## src/design/mec_pkg.sv

```systemverilog
package mec_pkg;

  localparam int DATA_W = 32;
  localparam int FRAC_BITS = 28;
  localparam int ITER_W = 12;
  localparam int COLOR_W = 8;
  // z after one update from an unchecked start point stays below 2^36 in magnitude
  localparam int Z_W = DATA_W + 6;
  localparam int PROD_W = 2 * DATA_W;
  localparam int Q_DEPTH = 2;
  localparam int DIV_W = 20;

  localparam logic [ITER_W-1:0] MAX_ITER_LIMIT = 12'd4095;
  localparam logic [ITER_W-1:0] MAX_ITER_RESET = 12'd200;

  localparam logic [COLOR_W-1:0] RED_BASE = 8'd102;
  localparam logic [DIV_W-1:0] RED_COEF = 20'd153;
  localparam logic [DIV_W-1:0] GREEN_COEF = 20'd255;

  localparam int CFG_MAX_ITER = 0;

  typedef struct packed {
    logic              escaped;
    logic [ITER_W-1:0] iter;
    logic [ITER_W-1:0] limit;
  } class_t;

endpackage

```

## src/design/mec_fifo.sv

```systemverilog
module mec_fifo (
  input  logic            clk,
  input  logic            rst,
  input  logic            push,
  input  mec_pkg::class_t push_data,
  output logic            full,
  input  logic            pop,
  output mec_pkg::class_t pop_data,
  output logic            empty
);
  import mec_pkg::*;

  localparam int PTR_W = (Q_DEPTH > 1) ? $clog2(Q_DEPTH) : 1;
  localparam int CNT_W = $clog2(Q_DEPTH + 1);
  localparam logic [PTR_W-1:0] LAST = PTR_W'(Q_DEPTH - 1);

  class_t entries [Q_DEPTH];
  logic [PTR_W-1:0] wr_ptr, rd_ptr;
  logic [CNT_W-1:0] count;

  assign full = (count == CNT_W'(Q_DEPTH));
  assign empty = (count == '0);
  assign pop_data = entries[rd_ptr];

  always_ff @(posedge clk) begin
    if (push && !full) begin
      entries[wr_ptr] <= push_data;
    end
  end

  always_ff @(posedge clk) begin
    if (rst) begin
      wr_ptr <= '0;
      rd_ptr <= '0;
      count <= '0;
    end else begin
      if (push && !full) begin
        wr_ptr <= (wr_ptr == LAST) ? '0 : wr_ptr + 1'b1;
      end
      if (pop && !empty) begin
        rd_ptr <= (rd_ptr == LAST) ? '0 : rd_ptr + 1'b1;
      end
      unique case ({push && !full, pop && !empty})
        2'b10: count <= count + 1'b1;
        2'b01: count <= count - 1'b1;
        default: count <= count;
      endcase
    end
  end

endmodule

```

## config.mk

```make
export PLATFORM = sky130hd
export DESIGN_NAME = mec_fifo
export DESIGN_NICKNAME = d
export VERILOG_FILES = /design/src/design/mec_pkg.sv /design/src/design/mec_fifo.sv
export SDC_FILE = /design/constraint.sdc
export NUM_CORES = 1
export LEC_CHECK = 0
export ABC_AREA = 1
export BUFFER_PORTS_ARGS = -buffer_cell sky130_fd_sc_hd__buf_2
export CELL_PAD_IN_SITES_DETAIL_PLACEMENT = 0
export CELL_PAD_IN_SITES_GLOBAL_PLACEMENT = 1
export CORE_MARGIN = 1
export CORE_UTILIZATION = 35
export CTS_BUF_LIST = sky130_fd_sc_hd__clkbuf_8
export DETAILED_ROUTE_END_ITERATION = 10
export PLACE_DENSITY_LB_ADDON = 0.1
export RECOVER_POWER = 25
export SLEW_MARGIN = 20
export SYNTH_ARGS = -nofsm -noshare
export SYNTH_HDL_FRONTEND = slang
export SYNTH_SLANG_ARGS = --single-unit
```

## constraint.sdc

```tcl
create_clock -name clk -period 3.6 [get_ports clk]
set_clock_uncertainty 0.05 [all_clocks]
set_input_delay 0.54 -clock clk [delete_from_list [all_inputs] [get_ports clk]]
set_output_delay 0.54 -clock clk [all_outputs]
set_load 0.05 [all_outputs]
```

; ---- Word level (Yosys, flattened, before mapping)
; Memories as Yosys holds them, arrays and structs flattened. A register that Yosys moved wholly into a read port is not among the register bits.
; Index checks and enable logic that the tools add are counted.
[totals]
reg_bits = 4
mem_bits_rw = 50
in_bits = 29
output_inout_bits = 27
mem_count = 1
[mem_list]
columns = name, words, word_bits, rd, rd_clocked_by_memory_dff, wr, line
row1 = entries, 2, 25, 1, 1, 1, mec_fifo.sv:17  ; class_t entries [Q_DEPTH];
[op_classes]
n_addsub = 4
eq_ne = 3
mux = 7
reduce_logical = 6
[op_table]
columns = op, n
row1 = $mux 1, 6
row2 = $eq 2x2->1 const B, 2
row3 = $pmux 2 s2, 1
row4 = $add 1x1->1 const B, 2
row5 = $add 2x1->2 const B, 1
row6 = $eq 2x1->1 const B, 1
row7 = $logic_and 1x1->1, 2
row8 = $logic_not 1->1, 2
row9 = $logic_not 2->1, 1
row10 = $reduce_bool 2->1, 1
row11 = $sub 2x1->2 const B, 1

; ---- Depth between registers and ports, before layout
[logic_depth]
ltp_word = 5
depth_mapped = 10
ltp_nobuf = 10

; ---- Worst setup path after synthesis
; Ideal clock, no wire load.
[synth_path]
path_kind = input to register
from = input push
to = memory entries[0][0] (netlist name), enable pin
setup_time_ns = 0.407
arrival_ns = 1.855
required_time_ns = 3.143
setup_slack_ns = 1.288
stages = 4
n_path_buf = 0
cell_sequence = inv_1 -> nor2_1 -> inv_1 -> nor2_1
[synth_between]
elab_chain_cells = 3
[synth_rtl]
columns = item, line
row1 = start: declaration, mec_fifo.sv:4  ; input logic push,
row2 = $logic_and 1x1->1, mec_fifo.sv:26  ; if (push && !full) begin
row3 = $mux 1, mec_fifo.sv:26
row4 = $mux 1 (not written as such), mec_fifo.sv:27  ; entries[wr_ptr] <= push_data;
row5 = end: declaration, mec_fifo.sv:17
; Every way passes these cells.

==> results.md <==
Clock network:
- The post-cts hold buffer count is 0.
- The total CTS buffers is 5.
- At the later pin of the worst-skew pair, clock insertion delay measures 0.30 ns.
- After clock tree synthesis, the repair step resized 0 gates.
- The clock drives 55 sinks.
- The TritonCTS clock tree is built.
- After clock tree synthesis, the clock-pin slew on the worst setup and hold paths is 0.09 ns.
- Buffers added to address setup during post-CTS repair amount to 0.
- In this run the deepest clock path goes through 2 buffers.
- The H-tree generated during clock tree synthesis spans 2 levels.
- The master cell of the clock root buffer is sky130_fd_sc_hd__clkbuf_8.

Worst setup path:
- In this run the critical register-to-register path is launched from count[0]$_SDFFE_PP0P_.
- The cell depth of the worst flop-to-flop path is 4.
- The register-to-register setup slack is 1.67 ns.
- In this run the worst path has a maximum fanout of 25.
- The endpoint of the worst-slack reg-to-reg timing path is entries[1][14]$_DFFE_PP_.
- The worst path arrival time is 1.78 ns.
- STA puts the critical path data required time at 3.01 ns.
- The critical path in this run is classified as reg -> out.
- The element type at the critical path start is a flip-flop.
- STA classifies the critical path endpoint as an output port.

Power:
- The reported leakage power is 1.03 nW.
- The peak supply drop is 288 uV.
- The net switching share of the total power is 35.3%.
- The clock network burns 18.2% of the power.
- The sequential group share of total power is 49.8%.
- The net load switching power is 0.592 mW.
- In this run the power density over the cells is 654 mW/mm2.
- The internal portion of total power is 1.08 mW.
- The fraction of power consumed by combinational cells is 31.9%.

Route:
- The detailed-route vias per instance is 4.34.
- The via count of the routed design is 1103.
- The number of search-and-repair iterations in the first detailed-routing pass is 4.
- The wire length per cell after detailed routing is 12.8 um.
- The number of nets with antenna violations after routing is 0.
- The detailed-route wire length is 3.25 mm.
- The number of remaining DRC errors is 0.
- The detailed router finished its first iteration with 48 violations.

STA:
- Setup repair after global routing left no endpoint under its margin.
- The top achievable clock speed is 421 MHz.
- The slew of the pin with the lowest slew margin is 1.03 ns.
- The final-report max-slew violation count came to 0.
- The final count of hold timing violations is 0.
- The fraction of the cycle the final worst path needs is 65.9%.
- Adding up every negative setup slack in the final design gives 0 ns.
- The smallest clock period supported by the final layout is computed as 2.37 ns.
- Setup violations remaining at the end of the flow were counted as 0.
- The max-slew headroom at the worst pin is 31.3%.

Floorplan:
- The area inside the core boundary is 0.00592 mm2.
- The die covers 0.00649 mm2.
- Measured along the y axis, the die boundary spans 80.6 um.
- The floorplan die width is 80.6 um.
- The site row count is 28.
- The effective utilization at floorplan is 36.5%.
- The count of pins on the block boundary is 56.

Cells and area:
- At the end of the flow, the number of nets in the layout was 208.
- Cells fill 43.3% of the core in the end.
- Of the cells placed in the final design, the portion with a size suffix greater than 1 is 48.0%.
- The number of antenna cells inserted is 0.
- The count of cells in the finished layout, fillers not included, comes to 254.
- The area added between synthesis and finish is 18.7%.

Flow run:
- Across the run, the number of max-cap violations was 0.

Status:
- The run finished with clean final reports.

Logic synthesis:
- In the synthesized netlist the async set-or-reset flop fraction comes to 0%.
- The synthesized netlist occupies a cell area of 0.00216 mm2.
- After synthesis, the most frequently instantiated cells are sky130_fd_sc_hd__edfxtp_1, sky130_fd_sc_hd__mux2_4, sky130_fd_sc_hd__nor2_1.
- The gate count of the mapped netlist is 118.
- For this run, the leading register cell type out of synthesis is sky130_fd_sc_hd__edfxtp_1.
- In the post-synthesis netlist, the biggest area contributors are sky130_fd_sc_hd__edfxtp_1, sky130_fd_sc_hd__mux2_4, sky130_fd_sc_hd__dfxtp_1.
- The synthesized design contains 50 enable-type register cells.
- Of all cell types, the one taking the most synthesized area is sky130_fd_sc_hd__edfxtp_1.
- For this run, the number of Yosys warnings is 0.
- In this run the biggest area consumer among cell types represents 69.5% of the synthesized area.
- The number of nets in the synthesized netlist is 148.
- The fraction of the yosys area taken by sequential cells is 74.2%.
- The number of register bits inferred by synthesis is 55.
- The synthesized area per cell is 18.3 um2.
- In the post-synthesis netlist, the cell with the most instances is sky130_fd_sc_hd__edfxtp_1.
- After synthesis, the netlist uses 14 different library cells.

Global routing:
- Across every metal layer, demand over resource in global routing totals 10.6%.
- The initial antenna violation count is 0.
- The number of global-route vias before repair is 1069.
- After global routing the overflow that remains totals 0.
- The largest net degree at the start of global routing is 26.
- The wire length of the first global-routing pass is 4.79 mm.

Min path:
- The min-delay analysis places its worst path in the category in -> reg.
- The sink of the worst hold path is entries[1][10]$_DFFE_PP_.
- In this run the most critical hold path is launched from push_data[10].
- The hold path depth is 1.

Place:
- Routability-driven placement finished with a final weighted congestion of 0.589.
- The count of input and output buffers is 55.
- Detailed placement finished with a half-perimeter wire length of 2.17 mm.
- Including well taps, the total number of placed cells is 246.
## per-stage QoR
stage          cell area [um2]  setup WS, ns  hold WS, ns  total power [mW]
5_1_grt                   2560          1.11        0.350              1.76
2_1_floorplan             2160          1.29        0.417              1.31
3_5_place_dp              2490          1.45        0.438              1.39
4_1_cts                   2570          1.19        0.367              1.70
6_report                  2560          1.23        0.375              1.68
3_3_place_gp              2490          1.51        0.429              1.38
## state kept, by name, summed over array words and instances, names as in the netlist, named ones only
register	cells
rd_ptr	1
wr_ptr	1
entries	50
count	2
## cell families (layout without fill, tap and decap cells)
family / Yosys count / after routing / synth area share [%]
fa+ha+maj: 1 / 1 / 0.579
mux: 25 / 25 / 16.5
buf+inv: 12 / 73 / 3.94
compound gates: 2 / 2 / 0.463
flops: 55 / 55 / 74.2
simple gates: 23 / 23 / 4.35
## placed cells by master, fill, tap and decap left out
master / n
sky130_fd_sc_hd__clkbuf_8: 5
sky130_fd_sc_hd__nor2_2: 3
sky130_fd_sc_hd__dfxtp_2: 1
sky130_fd_sc_hd__mux2_4: 20
sky130_fd_sc_hd__clkinv_1: 2
sky130_fd_sc_hd__o21ai_0: 1
sky130_fd_sc_hd__buf_2: 51
sky130_fd_sc_hd__clkbuf_1: 4
sky130_fd_sc_hd__nand2_1: 8
sky130_fd_sc_hd__buf_4: 1
sky130_fd_sc_hd__a21oi_1: 1
sky130_fd_sc_hd__inv_1: 10
sky130_fd_sc_hd__nor2_1: 11
sky130_fd_sc_hd__dfxtp_1: 4
sky130_fd_sc_hd__mux2_2: 5
sky130_fd_sc_hd__nand4_1: 1
sky130_fd_sc_hd__edfxtp_1: 50
sky130_fd_sc_hd__ha_1: 1
## cell type report
class / instances / area (um2)
repair buffers: 56 / 278
clock buffers: 5 / 68.8
well taps: 75 / 93.8
inverters: 9 / 33.8
flip-flops and latches: 55 / 1600
multi-input cells: 51 / 475
fillers: 565 / 3360
clock inverters: 3 / 11.3
## routing by layer
metal | vias up | track usage [%] | share of wire (%)
met5 | - | 0 | 0
met4 | 0 | 6.07 | 1.0
met3 | 4 | 4.20 | 6.2
met2 | 34 | 18.1 | 52
met1 | 522 | 10.9 | 41
li1 | 543 | - | -
## worst max path at each step
stage / slack (ns) / depth (start not counted) / from / endpoint
global route: 1.11 / 2 / flip-flop / pop_data[10]
finish: 1.23 / 2 / flip-flop / pop_data[12]
detailed placement: 1.45 / 5 / push / entries[1][12]$_DFFE_PP_
global placement: 1.51 / 5 / push / entries[1][10]$_DFFE_PP_
CTS: 1.19 / 2 / flip-flop / pop_data[12]
floorplan: 1.29 / 4 / push / entries[0][0]$_DFFE_PP_
## power by group through the flow
| stage | registers [mW] | clock network (mW) | logic [mW] |
|---|---|---|---|
| floorplan | 0.814 | 0 | 0.493 |
| global placement | 0.848 | 0 | 0.536 |
| detailed placement | 0.853 | 0 | 0.540 |
| CTS | 0.838 | 0.316 | 0.542 |
| global route | 0.847 | 0.347 | 0.568 |
| finish | 0.836 | 0.306 | 0.535 |
## worst max-delay path: stages, from the launching register on
cell,delay (ns)
sky130_fd_sc_hd__dfxtp_2,0.86
sky130_fd_sc_hd__mux2_2,0.41
sky130_fd_sc_hd__buf_2,0.21
No activity file was read; power rests on OpenSTA's default activity.
