$ cat src/design/mec_pkg.sv
package mec_pkg;

  localparam int DATA_W = 32;
  localparam int FRAC_BITS = 28;
  localparam int ITER_W = 12;
  localparam int COLOR_W = 8;
  // z after one update from an unchecked start point stays below 2^36 in magnitude
  localparam int Z_W = DATA_W + 6;
  localparam int PROD_W = 2 * DATA_W;
  localparam int Q_DEPTH = 2;
  localparam int DIV_W = 20;

  localparam logic [ITER_W-1:0] MAX_ITER_LIMIT = 12'd4095;
  localparam logic [ITER_W-1:0] MAX_ITER_RESET = 12'd200;

  localparam logic [COLOR_W-1:0] RED_BASE = 8'd102;
  localparam logic [DIV_W-1:0] RED_COEF = 20'd153;
  localparam logic [DIV_W-1:0] GREEN_COEF = 20'd255;

  localparam int CFG_MAX_ITER = 0;

  typedef struct packed {
    logic              escaped;
    logic [ITER_W-1:0] iter;
    logic [ITER_W-1:0] limit;
  } class_t;

endpackage

$ cat src/design/mec_color.sv
module mec_color (
  input  logic                         clk,
  input  logic                         rst,
  output logic                         pop,
  input  mec_pkg::class_t              pop_data,
  input  logic                         q_empty,
  output logic                         out_valid,
  input  logic                         out_stall,
  output logic [mec_pkg::COLOR_W-1:0]  red,
  output logic [mec_pkg::COLOR_W-1:0]  green,
  output logic [mec_pkg::COLOR_W-1:0]  blue,
  output logic                         escaped,
  output logic [mec_pkg::ITER_W-1:0]   escape_iter
);
  import mec_pkg::*;

  localparam logic [1:0] B_IDLE = 2'd0;
  localparam logic [1:0] B_DIV  = 2'd1;
  localparam logic [1:0] B_OUT  = 2'd2;

  logic [1:0] state;
  class_t ent;
  logic [2:0] k;
  logic [DIV_W-1:0] rem_r, rem_g, dv;
  logic [COLOR_W-1:0] q_r, q_g, q_r_next, q_g_next;
  logic [DIV_W-1:0] rem_r_next, rem_g_next;
  logic bit_r, bit_g;

  assign pop = (state == B_IDLE) && !q_empty;
  assign out_valid = (state == B_OUT);
  assign blue = '0;

  // restoring division, one quotient bit per cycle from the top; quotients stay below 255
  assign dv = DIV_W'(ent.limit) << k;
  assign bit_r = (rem_r >= dv);
  assign bit_g = (rem_g >= dv);
  assign rem_r_next = bit_r ? rem_r - dv : rem_r;
  assign rem_g_next = bit_g ? rem_g - dv : rem_g;
  assign q_r_next = {q_r[COLOR_W-2:0], bit_r};
  assign q_g_next = {q_g[COLOR_W-2:0], bit_g};

  always_ff @(posedge clk) begin
    if (rst) begin
      state <= B_IDLE;
    end else begin
      unique case (state)
        B_IDLE: begin
          if (!q_empty) begin
            ent <= pop_data;
            if (pop_data.escaped) begin
              rem_r <= DIV_W'(pop_data.iter) * RED_COEF;
              rem_g <= DIV_W'(pop_data.iter) * GREEN_COEF;
              q_r <= '0;
              q_g <= '0;
              k <= 3'd7;
              state <= B_DIV;
            end else begin
              red <= '0;
              green <= '0;
              escaped <= 1'b0;
              escape_iter <= '0;
              state <= B_OUT;
            end
          end
        end
        B_DIV: begin
          rem_r <= rem_r_next;
          rem_g <= rem_g_next;
          q_r <= q_r_next;
          q_g <= q_g_next;
          if (k == '0) begin
            red <= RED_BASE + q_r_next;
            green <= q_g_next;
            escaped <= 1'b1;
            escape_iter <= ent.iter;
            state <= B_OUT;
          end else begin
            k <= k - 1'b1;
          end
        end
        B_OUT: begin
          if (!out_stall) begin
            state <= B_IDLE;
          end
        end
        default: state <= B_IDLE;
      endcase
    end
  end

`ifndef SYNTH
  a_div_escaped: assert property (@(posedge clk) disable iff (rst)
    (state == B_DIV) |-> ent.escaped)
    else $error("divider running on a point that did not escape");
  a_black: assert property (@(posedge clk) disable iff (rst)
    (out_valid && !escaped) |-> (red == '0 && green == '0 && escape_iter == '0))
    else $error("non-escaped point not black");
`endif

endmodule

$ cat config.mk
export PLATFORM = sky130hd
export DESIGN_NAME = mec_color
export DESIGN_NICKNAME = d
export VERILOG_FILES = /design/src/design/mec_pkg.sv /design/src/design/mec_color.sv
export SDC_FILE = /design/constraint.sdc
export NUM_CORES = 1
export LEC_CHECK = 0
export BUFFER_PORTS_ARGS = -buffer_cell sky130_fd_sc_hd__buf_2
export CAP_MARGIN = 20
export CELL_PAD_IN_SITES_DETAIL_PLACEMENT = 0
export CELL_PAD_IN_SITES_GLOBAL_PLACEMENT = 1
export CORE_ASPECT_RATIO = 1.5
export CORE_MARGIN = 1
export CORE_UTILIZATION = 45
export CTS_CLUSTER_DIAMETER = 80
export DETAILED_ROUTE_END_ITERATION = 10
export PLACE_DENSITY_LB_ADDON = 0.25
export SETUP_SLACK_MARGIN = 0.02
export SKIP_CTS_REPAIR_TIMING = 1
export SLEW_MARGIN = 20
export SYNTH_ARGS = -nofsm -noshare
export SYNTH_HDL_FRONTEND = slang
export SYNTH_SLANG_ARGS = --single-unit
$ cat constraint.sdc
create_clock -name clk -period 4.8 [get_ports clk]
set_clock_uncertainty 0.05 [all_clocks]
set_input_delay 0.72 -clock clk [delete_from_list [all_inputs] [get_ports clk]]
set_output_delay 0.72 -clock clk [all_outputs]
set_load 0.005 [all_outputs]
# After elaboration in Yosys (flattened, before gate mapping)
# Index checks and enable logic that the tools add are counted.
totals:
  word_cells: 80
  register_bits: 112
  in_bits: 29
op_classes:
  bitwise_logic: 2
  n_mux: 35
  shifts: 1
  n_addsub: 4
  n_reduce_logical: 12
  n_mul: 2
  eq_ne: 10
  magnitude_cmp: 2
op_table:
  columns: ["operator", "count"]
  rows:
  - ["$mux W20", 6]
  - ["$pmux W20 S2", 2]
  - ["$ge A20 B20 Y1", 2]
  - ["$mul A12 B8 Y20 const B", 2]
  - ["$sub A20 B20 Y20", 2]
  - ["$mux W12", 3]
  - ["$mux W8", 4]
  - ["$pmux W8 S2", 2]
  - ["$pmux W7 S2", 2]
  - ["$pmux W12 S2", 1]
  - ["$reduce_and A5 Y1", 4]
  - ["$shl A12 B3 Y20", 1]
  - ["$ne A2 B2 Y1 const B", 8]
  - ["$mux W7", 2]
  - ["$mux W3", 3]
  - ["$add A7 B8 Y8 const A", 1]
  - ["$mux W2", 4]
  - ["$pmux W2 S3", 1]
  - ["$pmux W3 S2", 1]
  - ["$reduce_and A3 Y1", 2]
  - ["$reduce_and A4 Y1", 1]
  - ["$logic_not A3 Y1", 1]
  - ["$mux W1", 3]
  - ["$sub A3 B1 Y3 const B", 1]
  - ["8 further kinds", 9]

# Depth between registers and ports, before layout
depth:
  word_depth: 5
  ltp_mapped: 17
  mapped_depth_nobuf: 17

# Worst setup path before layout
# No wires, ideal clock.
synth_timing:
  path_kind: "input-to-reg"
  from: "input port pop_data[15] (netlist name)"
  to: "register rem_g[17] (data pin)"
  t_required_ns: 4.480
  path_slack_ns: -0.148
  setup_ns: 0.270
  arrival_ns: 4.627
  cell_stages: 17
  cell_sequence: "inv_1 -> fa_1 -> inv_1 -> fa_1 -> fa_1 -> inv_1 -> fa_1 -> inv_1 -> ha_1 -> o21a_1 -> o31a_1 -> o41a_4 -> a21oi_2 -> o21ba_1 -> o221ai_1 -> mux2i_1 -> o22ai_1"
synth_between:
  elab_chain_len: 4
synth_lines:
  columns: ["element", "line_no", "text"]
  rows:
  - ["start, declared", "mec_color.sv:5", "input mec_pkg::class_t pop_data,"]
  - ["$mul A12 B8 Y20", "mec_color.sv:52", "rem_g <= DIV_W'(pop_data.iter) * GREEN_COEF;"]
  - ["$mux W20", "mec_color.sv:50", "if (pop_data.escaped) begin"]
  - ["$mux W20", "mec_color.sv:48", "if (!q_empty) begin"]
  - ["$pmux W20 S2", "mec_color.sv:46", "unique case (state)"]
  - ["end signal, assigned", "mec_color.sv:52", null]
  - ["end signal, assigned", "mec_color.sv:68", "rem_g <= rem_g_next;"]
  - ["end, declared", "mec_color.sv:24", "logic [DIV_W-1:0] rem_r, rem_g, dv;"]
# Every way passes these cells. The select of a mux whose other input is x is not followed.
# A chain may end at the register's enable or synchronous reset.

# Worst setup path after layout
layout_timing:
  from: "input port pop_data[15] (netlist name)"
  to: "register rem_g[19] (data pin)"
# The elaborated chain is that of the path after synthesis.

==> impl_metrics.py <==
metrics = {
    "outcome": {
        "status": "finished, final reports clean",
    },
    "routing": {
        "post_drt_wl_per_cell_um": 16.6,
        "drcViolationCount": 0,
        "ant_nets": 0,
        "vias": 7687,
        "drt_iter0_markers": 457,
        "viasPerCell": 5.28,
        "wl_um": 24300,
        "first_pass_iters": 4,
    },
    "cells_and_area": {
        "drive_gt1_share_pct": 17.6,
        "antennaDiodeCount": 0,
        "area_growth_pct": 15.5,
        "final_cells": 1457,
        "final_nets": 1400,
    },
    "sta": {
        "slew_viol_final": 0,
        "hold_violations": 0,
        "finalSetupTns_ns": 0,
        "max_slew_margin_pct": 48.0,
        "clock.fmax_mhz": 215,
        "finalCriticalPeriod_ns": 4.65,
        "worstMarginPinSlew_ns": 0.781,
        "whs_ns": 0.473,
        "finalSetupViolCount": 0,
        "grt_setup_unrepaired": "false",
        "finalCritPeriodShare_pct": 96.9,
        "timing.final.ws_setup_ns": 0.149,
    },
    "yosys": {
        "synth_seq_cells": 112,
        "synth.area.top_cells": "edfxtp_1 31%, ha_1 16%, fa_1 13%, inv_1 5.3%, a21oi_1 3.4%",
        "synth_top_family_by_area": "adder cells",
        "yosys.area.top_type": "edfxtp_1",
        "synth_ff_type": "edfxtp_1",
        "synthCells": 1045,
        "yosys-top-cells-count": "148 x inv_1, 131 x ha_1, 110 x edfxtp_1, 72 x a21oi_1, 68 x fa_1",
        "syn-cell-area_mm2": 0.0105,
        "async_flop_share_pct": 0,
        "yosys.cell_count.top_type": "inv_1",
        "synthDistinctLibCells": 62,
        "synthSimpleGateAreaFrac_pct": 10.3,
        "synth_edf_count": 110,
        "synth_fa_ha_area_share_pct": 28.5,
        "synth_xor_xnor_area_share_pct": 5.15,
        "synth_top_area_share_pct": 31.4,
        "syn_area_per_cell_um2": 10.1,
        "synth_mux_area_share_pct": 3.52,
        "synth-compound-area-share_pct": 13.9,
        "yosysWarnings": 0,
        "yosysSeqAreaShare_pct": 31.7,
    },
    "floorplanning": {
        "die-height_um": 189,
        "die_area_mm2": 0.0240,
        "start_util_pct": 45.9,
        "die-width_um": 127,
        "num_rows": 68,
        "coreArea_mm2": 0.0230,
        "io_pins": 68,
    },
    "power_and_ir_drop": {
        "power_leakage_nw": 5.68,
        "powerDensity_mw_per_mm2": 516,
        "peakVddDrop_mv": 0.298,
        "total_power_mw": 6.28,
    },
    "placed_design": {
        "gp_congestion": 0.916,
        "portBuffers": 59,
        "hpwl_um": 19700,
        "dp_cells": 1439,
        "pre_cts_ws_ns": -0.350,
    },
    "setup_path": {
        "crit_slowest_cell": "fa_1",
        "worst_r2r_endpoint": "rem_g[9]$_DFFE_PP_",
        "cp.arrival_ns": 4.70,
        "crit_path_end_kind": "register",
        "crit_path_max_fanout": 3,
        "cp-startpoint": "pop_data[15]",
        "regToRegSetupSlack_ns": 0.36,
        "crit_top_cell": "fa_1",
        "path_cells": "buf_2 -> buf_4 -> fa_2 -> inv_2 -> fa_1 -> fa_1 -> fa_1 -> inv_2 -> ha_4 -> o21a_1 -> o31a_1 -> o41a_4 -> o211ai_4 -> a2111oi_4 -> nor3_4 -> xnor2_1 -> mux2i_1",
        "worstRegToRegCells": 13,
        "r2r_start": "k[1]$_SDFFCE_PN1P_",
        "required_ns": 4.85,
        "slowest_delay_ns": 0.53,
        "crit_end": "rem_g[19]$_DFFE_PP_",
        "crit_path_start_kind": "input pin",
        "path_class": "input pin to register",
    },
    "global_routing": {
        "grt_usage_pct": 21.5,
        "grt_first_pass_wirelength_um": 39800,
        "antenna_found_initial": 0,
        "grt_pass1_vias": 7963,
        "grt_max_degree": 65,
        "overflow": 0,
    },
    "clock_network": {
        "clock_sinks": 112,
        "cts.clk_slew.worst_paths_ns": 0.08,
        "cts_tree": "yes",
        "root_buffer": "clkbuf_16",
        "h-tree-depth": 3,
        "clock_latency_ns": 0.37,
        "numCtsBuffers": 9,
        "clock_path_buffers": 2,
    },
    "worst_hold_path": {
        "min_path_type": "register to register",
    },
    "run": {
        "cap_violations": 0,
    },
}
==> per-stage QoR <==
stage | area, µm² | util, %
2_1_floorplan | 10600 | -
6_report | 12200 | 53.0
5_1_grt | 12200 | 53.0
4_1_cts | 12000 | 52.4
3_3_place_gp | 11700 | 51.0
3_5_place_dp | 11700 | 51.0
==> worst max-delay path, delay by kind of cell <==
family / cells / cell delay, ns
xor gates and xnor gates: 1 / 0.13
buffers and inverters: 4 / 0.38
AOI/OAI and AO/OA: 5 / 1.19
and+or+nand+nor: 1 / 0.19
muxes: 1 / 0.09
adders and majority gates: 5 / 2.02
==> registers in the layout (all words and copies together) (netlist names) <==
register and cells:
ent 24, escape_iter 12, escaped 1, green 8
k 3, q_g 7, q_r 7, red 8
rem_g 20, rem_r 20, state 2
==> worst min-delay path by stage <==
stage                                  from                           end  slack, ns  cells after the start
final                     ent[20]$_DFFE_PP_  escape_iter[8]$_SDFFCE_PN0P_       0.47                      1
after floorplan           ent[12]$_DFFE_PP_  escape_iter[0]$_SDFFCE_PN0P_       0.45                      1
after global placement    ent[19]$_DFFE_PP_  escape_iter[7]$_SDFFCE_PN0P_       0.45                      1
after CTS                       pop_data[2]              ent[2]$_DFFE_PP_       0.47                      1
after detailed placement  ent[20]$_DFFE_PP_  escape_iter[8]$_SDFFCE_PN0P_       0.46                      1
after global routing            pop_data[0]              ent[0]$_DFFE_PP_       0.48                      1
==> power by group <==
| part | switching [mW] | total (mW) | leakage, nW | internal, mW |
|---|---|---|---|---|
| Clock | 0.374 | 0.791 | 0.155 | 0.417 |
| Sequential | 0.0395 | 1.34 | 1.04 | 1.30 |
| Combinational | 2.20 | 4.15 | 4.48 | 1.95 |
| Total | 2.61 | 6.28 | 5.68 | 3.67 |
==> metal layers <==
metal  up-vias  wire length, µm  GRT usage, %  share of wire [%]
li1       3865                -             -                  -
met1      3686             9930          24.5                 41
met2       113            13200          41.2                 54
met3        23              576          2.12                2.4
met4         0              534          7.10                2.2
met5         -                0             0                  0
==> cells by family (layout without fill, tap and decap cells) <==
logic type / count (synthesis) / after routing
compound gates: 232 / 232
simple gates: 221 / 221
fa+ha+maj: 199 / 199
buf+inv: 185 / 310
flops: 112 / 112
xor+xnor: 62 / 62
mux: 33 / 33
other cells: 1 / 8
==> placed cells by master, fill, tap and decap left out, types with 17 or more instances in the layout <==
cell type / instances
edfxtp_1: 110
xnor2_1: 38
nand2_1: 52
mux2i_1: 28
inv_1: 141
and2_1: 23
fa_1: 63
ha_1: 125
buf_4: 84
o21ai_0: 54
nor2_1: 65
a21o_1: 29
nand2b_1: 17
a21oi_1: 67
buf_2: 57
xor2_1: 24
==> area by class of cell <==
| class | instances | area, µm² |
|---|---|---|
| fill | 2072 | 10800 |
| multi-input combinational | 755 | 6640 |
| sequential | 112 | 3340 |
| timing repair buffer | 144 | 958 |
| inverter | 150 | 563 |
| tap | 280 | 350 |
| clock buffer | 9 | 225 |
| clock inverter | 7 | 88.8 |
(Power assumes the default switching activity.)
